## src/rtl/core/wsdf_pkg.sv

```systemverilog
`timescale 1ns / 1ps
// ----------------------------------------------------------------------------
// WebSocket deframer package
// Parse phases, event codes and header constants for the deframer core; its
// port checker uses the widths and event codes.
// ----------------------------------------------------------------------------
package wsdf_pkg;

  localparam int unsigned BYTE_BITS = 8;
  localparam int unsigned KEY_BYTES = 4;
  localparam int unsigned LEN_BITS  = 16;
  localparam int unsigned OPC_BITS  = 7;
  localparam int unsigned EV_BITS   = 2;

  localparam logic [OPC_BITS-1:0] LEN_EXT16 = 7'd126;
  localparam logic [OPC_BITS-1:0] LEN_EXT64 = 7'd127;

  // result event codes
  localparam logic [EV_BITS-1:0] EV_DATA  = 2'd0;
  localparam logic [EV_BITS-1:0] EV_EMPTY = 2'd1;
  localparam logic [EV_BITS-1:0] EV_LEN64 = 2'd2;

  typedef enum logic [5:0] {
    PH_HEAD   = 6'b000001,
    PH_LEN    = 6'b000010,
    PH_EXT_HI = 6'b000100,
    PH_EXT_LO = 6'b001000,
    PH_KEY    = 6'b010000,
    PH_DATA   = 6'b100000
  } phase_t;

  typedef logic [KEY_BYTES-1:0][BYTE_BITS-1:0] key_t;

endpackage

```

## src/rtl/core/websocket_frame_deframer_core.sv

```systemverilog
`timescale 1ns / 1ps
// ----------------------------------------------------------------------------
// WebSocket frame deframer core
// Parses a received byte stream into frames: header, optional 16-bit length,
// optional mask key, then unmasked payload bytes with the last one marked.
// ----------------------------------------------------------------------------
//  channel | signals                                      | role
//  --------+----------------------------------------------+-------------------
//  in      | in_valid, in_stall, rx_byte, link_lost       | received bytes
//  out     | out_valid, out_stall, event_res, frame_opcode,| parse results
//          | payload_byte, last_of_frame                  |
//
//  One byte per cycle while in_stall is low: the parse state and the result
//  register both update in the cycle a transaction is accepted, so a result shows in the next cycle.
//  in_stall rises only while a result is held and out_stall is high.
//  Header, length and key bytes produce no result unless they close the frame.
//  rst is synchronous: it returns the parser to the header phase and
//  empties the result register.
// ----------------------------------------------------------------------------
module websocket_frame_deframer_core
  import wsdf_pkg::*;
(
  input  logic                 clk,
  input  logic                 rst,
  input  logic                 in_valid,
  output logic                 in_stall,
  input  logic [BYTE_BITS-1:0] rx_byte,
  input  logic                 link_lost,
  output logic                 out_valid,
  input  logic                 out_stall,
  output logic [EV_BITS-1:0]   event_res,
  output logic [OPC_BITS-1:0]  frame_opcode,
  output logic [BYTE_BITS-1:0] payload_byte,
  output logic                 last_of_frame
);

  phase_t                phase, phase_next;
  logic [OPC_BITS-1:0]   opcode, opcode_next;
  logic                  masked, masked_next;
  logic [LEN_BITS-1:0]   length, length_next;
  key_t                  mask_key, mask_key_next;
  logic [LEN_BITS-1:0]   count, count_next;

  logic                  in_fire;
  logic [LEN_BITS-1:0]   count_inc;
  logic [BYTE_BITS-1:0]  key_byte;
  logic                  hdr_done;
  logic [LEN_BITS-1:0]   hdr_len;
  logic                  res_fire;
  logic [EV_BITS-1:0]    res_event;
  logic [BYTE_BITS-1:0]  res_data;
  logic                  res_last;

  assign in_stall  = out_valid & out_stall;
  assign in_fire   = in_valid & ~in_stall;
  assign count_inc = count + LEN_BITS'(1);
  // key byte i arrives i-th and sits at index 3-i
  assign key_byte  = mask_key[~count[1:0]];

  always_comb begin
    phase_next    = phase;
    opcode_next   = opcode;
    masked_next   = masked;
    length_next   = length;
    mask_key_next = mask_key;
    count_next    = count;
    hdr_done      = 1'b0;
    hdr_len       = length;
    res_fire      = 1'b0;
    res_event     = EV_DATA;
    res_data      = '0;
    res_last      = 1'b0;

    if (link_lost) begin
      // drop partial frame
      phase_next = PH_HEAD;
      count_next = '0;
    end else begin
      unique case (phase)
        PH_LEN: begin
          masked_next = rx_byte[BYTE_BITS-1];
          if (rx_byte[OPC_BITS-1:0] == LEN_EXT64) begin
            phase_next = PH_HEAD;
            res_fire   = 1'b1;
            res_event  = EV_LEN64;
            res_last   = 1'b1;
          end else if (rx_byte[OPC_BITS-1:0] == LEN_EXT16) begin
            phase_next = PH_EXT_HI;
          end else begin
            hdr_len  = LEN_BITS'(rx_byte[OPC_BITS-1:0]);
            hdr_done = 1'b1;
          end
        end
        PH_EXT_HI: begin
          length_next = {rx_byte, {BYTE_BITS{1'b0}}};
          phase_next  = PH_EXT_LO;
        end
        PH_EXT_LO: begin
          hdr_len  = {length[LEN_BITS-1:BYTE_BITS], rx_byte};
          hdr_done = 1'b1;
        end
        PH_KEY: begin
          mask_key_next[~count[1:0]] = rx_byte;
          count_next = count_inc;
          if (count[1:0] == 2'(KEY_BYTES - 1)) begin
            count_next = '0;
            if (length == '0) begin
              masked_next = 1'b0;
              phase_next  = PH_HEAD;
              res_fire    = 1'b1;
              res_event   = EV_EMPTY;
              res_last    = 1'b1;
            end else begin
              masked_next = 1'b1;
              phase_next  = PH_DATA;
            end
          end
        end
        PH_DATA: begin
          res_fire   = 1'b1;
          res_data   = rx_byte ^ (masked ? key_byte : '0);
          res_last   = (count_inc == length);
          count_next = res_last ? '0 : count_inc;
          if (res_last) begin
            phase_next = PH_HEAD;
          end
        end
        default: begin
          opcode_next = rx_byte[OPC_BITS-1:0];
          phase_next  = PH_LEN;
        end
      endcase

      if (hdr_done) begin
        length_next = hdr_len;
        count_next  = '0;
        if (masked_next) begin
          phase_next = PH_KEY;
        end else if (hdr_len == '0) begin
          phase_next = PH_HEAD;
          res_fire   = 1'b1;
          res_event  = EV_EMPTY;
          res_last   = 1'b1;
        end else begin
          phase_next = PH_DATA;
        end
      end
    end
  end

  always_ff @(posedge clk) begin
    if (rst) begin
      phase    <= PH_HEAD;
      opcode   <= '0;
      masked   <= 1'b0;
      length   <= '0;
      mask_key <= '0;
      count    <= '0;
    end else if (in_fire) begin
      phase    <= phase_next;
      opcode   <= opcode_next;
      masked   <= masked_next;
      length   <= length_next;
      mask_key <= mask_key_next;
      count    <= count_next;
    end
  end

  always_ff @(posedge clk) begin
    if (rst) begin
      out_valid <= 1'b0;
    end else if (in_fire) begin
      out_valid <= res_fire;
    end else if (!out_stall) begin
      out_valid <= 1'b0;
    end
  end

  // opcode comes from the state before this byte; only the header byte changes it
  always_ff @(posedge clk) begin
    if (in_fire) begin
      event_res     <= res_event;
      frame_opcode  <= opcode;
      payload_byte  <= res_data;
      last_of_frame <= res_last;
    end
  end

endmodule

```

## config.mk

```make
export PLATFORM = sky130hd
export DESIGN_NAME = websocket_frame_deframer_core
export DESIGN_NICKNAME = d
export VERILOG_FILES = /design/src/rtl/core/wsdf_pkg.sv /design/src/rtl/core/websocket_frame_deframer_core.sv
export SDC_FILE = /design/constraint.sdc
export NUM_CORES = 1
export LEC_CHECK = 0
export BUFFER_PORTS_ARGS = -buffer_cell sky130_fd_sc_hd__buf_2
export CAP_MARGIN = 20
export CORE_MARGIN = 3
export CORE_UTILIZATION = 61
export CTS_CLUSTER_DIAMETER = 150
export DETAILED_ROUTE_END_ITERATION = 12
export PLACE_DENSITY_LB_ADDON = 0.08
export SYNTH_ARGS = -nofsm -noshare
export SYNTH_HDL_FRONTEND = slang
export SYNTH_SLANG_ARGS = --single-unit
```

## constraint.sdc

```tcl
create_clock -name clk -period 3.84 [get_ports clk]
set_input_delay 1.152 -clock clk [delete_from_list [all_inputs] [get_ports clk]]
set_output_delay 1.152 -clock clk [all_outputs]
set_load 0.005 [all_outputs]
```

==> impl_metrics.py <==
metrics = {
    "yosys": {
        "avgSynthCellArea_um2": 8.58,
        "synth-simple-area-share_pct": 25.5,
        "synth_adder_area_share_pct": 1.25,
        "synthArstFlopShare_pct": 0,
        "syn_inst": 585,
        "syn-cell-area_um2": 5020,
        "synth_seq_area_share_pct": 42.3,
        "yosysWarnings": 0,
        "synth_compound_area_share_pct": 15.0,
        "synth_xor_area_share_pct": 5.24,
        "ys_ff_latch": 97,
        "ys_types": 62,
        "synth_top_family_by_area": "simple AND/OR/NAND/NOR gates",
        "post_synth_mux_area_share_pct": 5.81,
        "synth-edff-count": 18,
        "syn_nets": 603,
        "synth_ff_type": "dfxtp_1",
    },
    "die": {
        "num_rows": 32,
        "io_pins": 33,
        "die_h_um": 96.7,
        "coreArea_um2": 7850,
        "dieArea_um2": 9350,
        "die_w_um": 96.7,
        "start_util_pct": 63.9,
    },
    "grt": {
        "grt_antenna_before_repair": 0,
        "grt_busiest_layer": "met2",
        "overflow": 0,
        "grt_pass1_wl_mm": 21.2,
        "use_met2_pct": 45.8,
        "grt_pass1_vias": 4176,
        "grt_max_degree": 41,
        "grtUsageMet3_pct": 3.75,
        "track_usage_pct": 27.9,
        "grtUsageMet1_pct": 37.7,
    },
    "clock_tree": {
        "htreeDepth": 3,
        "cts-root-buf": "clkbuf_8",
        "postCtsSetupBuffers": 0,
        "path_clk_slew_ns": 0.09,
        "clock_latency_ns": 0.36,
        "cts_tree": "yes",
        "cts_resized": 0,
        "cts_buffer_depth": 2,
        "cts.sinks": 97,
        "hold_buffers": 0,
        "cts_made_buffers": 9,
    },
    "setup_path": {
        "cpMostUsedCell": "nor4_4",
        "cp-start-kind": "flop",
        "path_buf_inv": 0,
        "worst_ep_required_time_ns": 4.08,
        "path_cells": "ha_1 -> nand3_2 -> nor4_4 -> nor3b_1 -> or4_1 -> nor4_4 -> a21oi_1 -> a211oi_1 -> nor3_1",
        "path_delay_family": "simple AND/OR/NAND/NOR gates",
        "cp-end-kind": "flop",
        "cp_max_fo": 7,
        "slowest_delay_ns": 0.57,
        "worst_path_max_delay_cell": "or4_1",
        "crit_arrival_ns": 3.63,
        "path_class": "reg -> reg",
    },
    "placed_design": {
        "dp_hpwl_mm": 9.10,
        "gp_congestion": 0.904,
        "placed_cell_area_um2": 5220,
        "io_buffers": 32,
        "pre_cts_slack_ns": 0.278,
    },
    "route": {
        "vias": 4444,
        "drtIter0Drc": 472,
        "remaining_drc_errors": 0,
        "ant_nets": 0,
        "firstDrtPassIters": 5,
        "viasPerCell": 6.32,
        "wl_per_cell_um": 18.4,
        "postRouteWirelength_mm": 12.9,
    },
    "sta": {
        "timing.fmax_mhz": 294,
        "holdWs_ns": 0.445,
        "setup_viol": 0,
        "hold_violations": 0,
        "worst_pin_slew_ns": 0.835,
        "slew_headroom_pct": 43.8,
        "rsz0062_at_grt": "no",
        "finClkSkew_ns": 0.0110,
        "maxSlewViolCount": 0,
        "layout_setup_ws_ns": 0.442,
        "min_period_ns": 3.40,
        "tns_ns": 0,
        "period_share_pct": 88.5,
    },
    "cells_and_area": {
        "final_common_cell": "dfxtp_1",
        "drive_gt1_share_pct": 14.1,
        "area_growth_pct": 7.96,
        "diodes": 0,
        "final_cell_mix": "dfxtp_1 (79), nand2_1 (77), a21oi_1 (57)",
        "final_nets": 614,
        "fillCellCount": 686,
        "design_area_um2": 5420,
    },
    "power": {
        "p_leak_nw": 1.94,
        "irDropWorstVdd_mv": 0.294,
        "power_density_nw_per_um2": 345,
        "p_total_mw": 1.87,
    },
    "status": {
        "outcome": "finished clean",
    },
    "flow_run": {
        "drv_cap": 0,
    },
    "hold_path": {
        "hold_path.class": "reg -> reg",
    },
}
==> worst paths after layout <==
check,start,to,slack (ns),depth (start not counted)
worst max-delay path,count[0],count[8],0.44,9
worst min-delay path,opcode[4],frame_opcode[4],0.45,0
worst max register to register,count[0],count[8],0.44,9
worst min register to register,opcode[4],frame_opcode[4],0.45,0
==> routing by layer <==
layer  wire (µm)  share of wire [%]
met5           0                  0
met4         312                2.4
met3        1100                8.5
met2        6240                 48
met1        5260                 41
==> sequential cells by signal, indices dropped and copies added (netlist names) <==
register and cells:
masked 1, phase 6, opcode 7, length 16, payload_byte 8, frame_opcode 7, out_valid 1, mask_key 32
last_of_frame 1, event_res 2, count 16
==> cell usage after synthesis (all sizes together) (8+ instances only) <==
cell type	instances	share of area, %
dfxtp	79	32
nor4	10	1.8
xor2	15	2.6
buf	11	1.3
nor3	17	1.7
edfxtp	18	11
nand4	9	1.2
a21oi	57	5.7
xnor2	15	2.6
a31oi	9	1.1
nand2	77	5.8
a22oi	8	1.2
clkbuf	36	2.7
nor2	52	3.9
mux2i	10	2.0
inv	12	0.90
mux4	8	3.6
o21ai	15	1.7
nand3	55	5.6
==> cells by family after synthesis <==
family / Yosys count
AOI/OAI and AO/OA: 118
xor gates and xnor gates: 30
adders and majority gates: 5
buffers and inverters: 59
DFF: 97
muxes: 19
and+or+nand+nor: 257
==> where the power goes <==
| group | internal [mW] | total, mW | leakage [nW] | switching, mW |
|---|---|---|---|---|
| sequential | 1.05 | 1.06 | 0.823 | 0.0110 |
| clock | 0.307 | 0.679 | 0.0983 | 0.372 |
| combinational | 0.0439 | 0.127 | 1.02 | 0.0828 |
| total | 1.40 | 1.87 | 1.94 | 0.466 |
==> worst register-to-register path, stage by stage (launching register included) <==
cell and delay, ns:
dfxtp_1 0.49, ha_1 0.28, nand3_2 0.21, nor4_4 0.43
nor3b_1 0.09, or4_1 0.57, nor4_4 0.49, a21oi_1 0.32
a211oi_1 0.33, nor3_1 0.07
==> through the flow <==
step	instances	util [%]
2_1_floorplan	585	-
3_3_place_gp	687	66.5
3_5_place_dp	687	66.5
4_1_cts	703	69.0
5_1_grt	703	69.0
6_report	703	69.0
==> final cells by class <==
type / instances / area, µm² / area share (%)
timing repair buffer: 47 / 273 / 5.04
inverter: 12 / 45.0 / 0.832
sequential: 97 / 2120 / 39.2
multi-input combinational: 429 / 2650 / 48.9
clock buffer: 9 / 124 / 2.29
tap: 102 / 128 / 2.36
clock inverter: 7 / 76.3 / 1.41
Note: power is estimated with default switching activity, not from simulation.
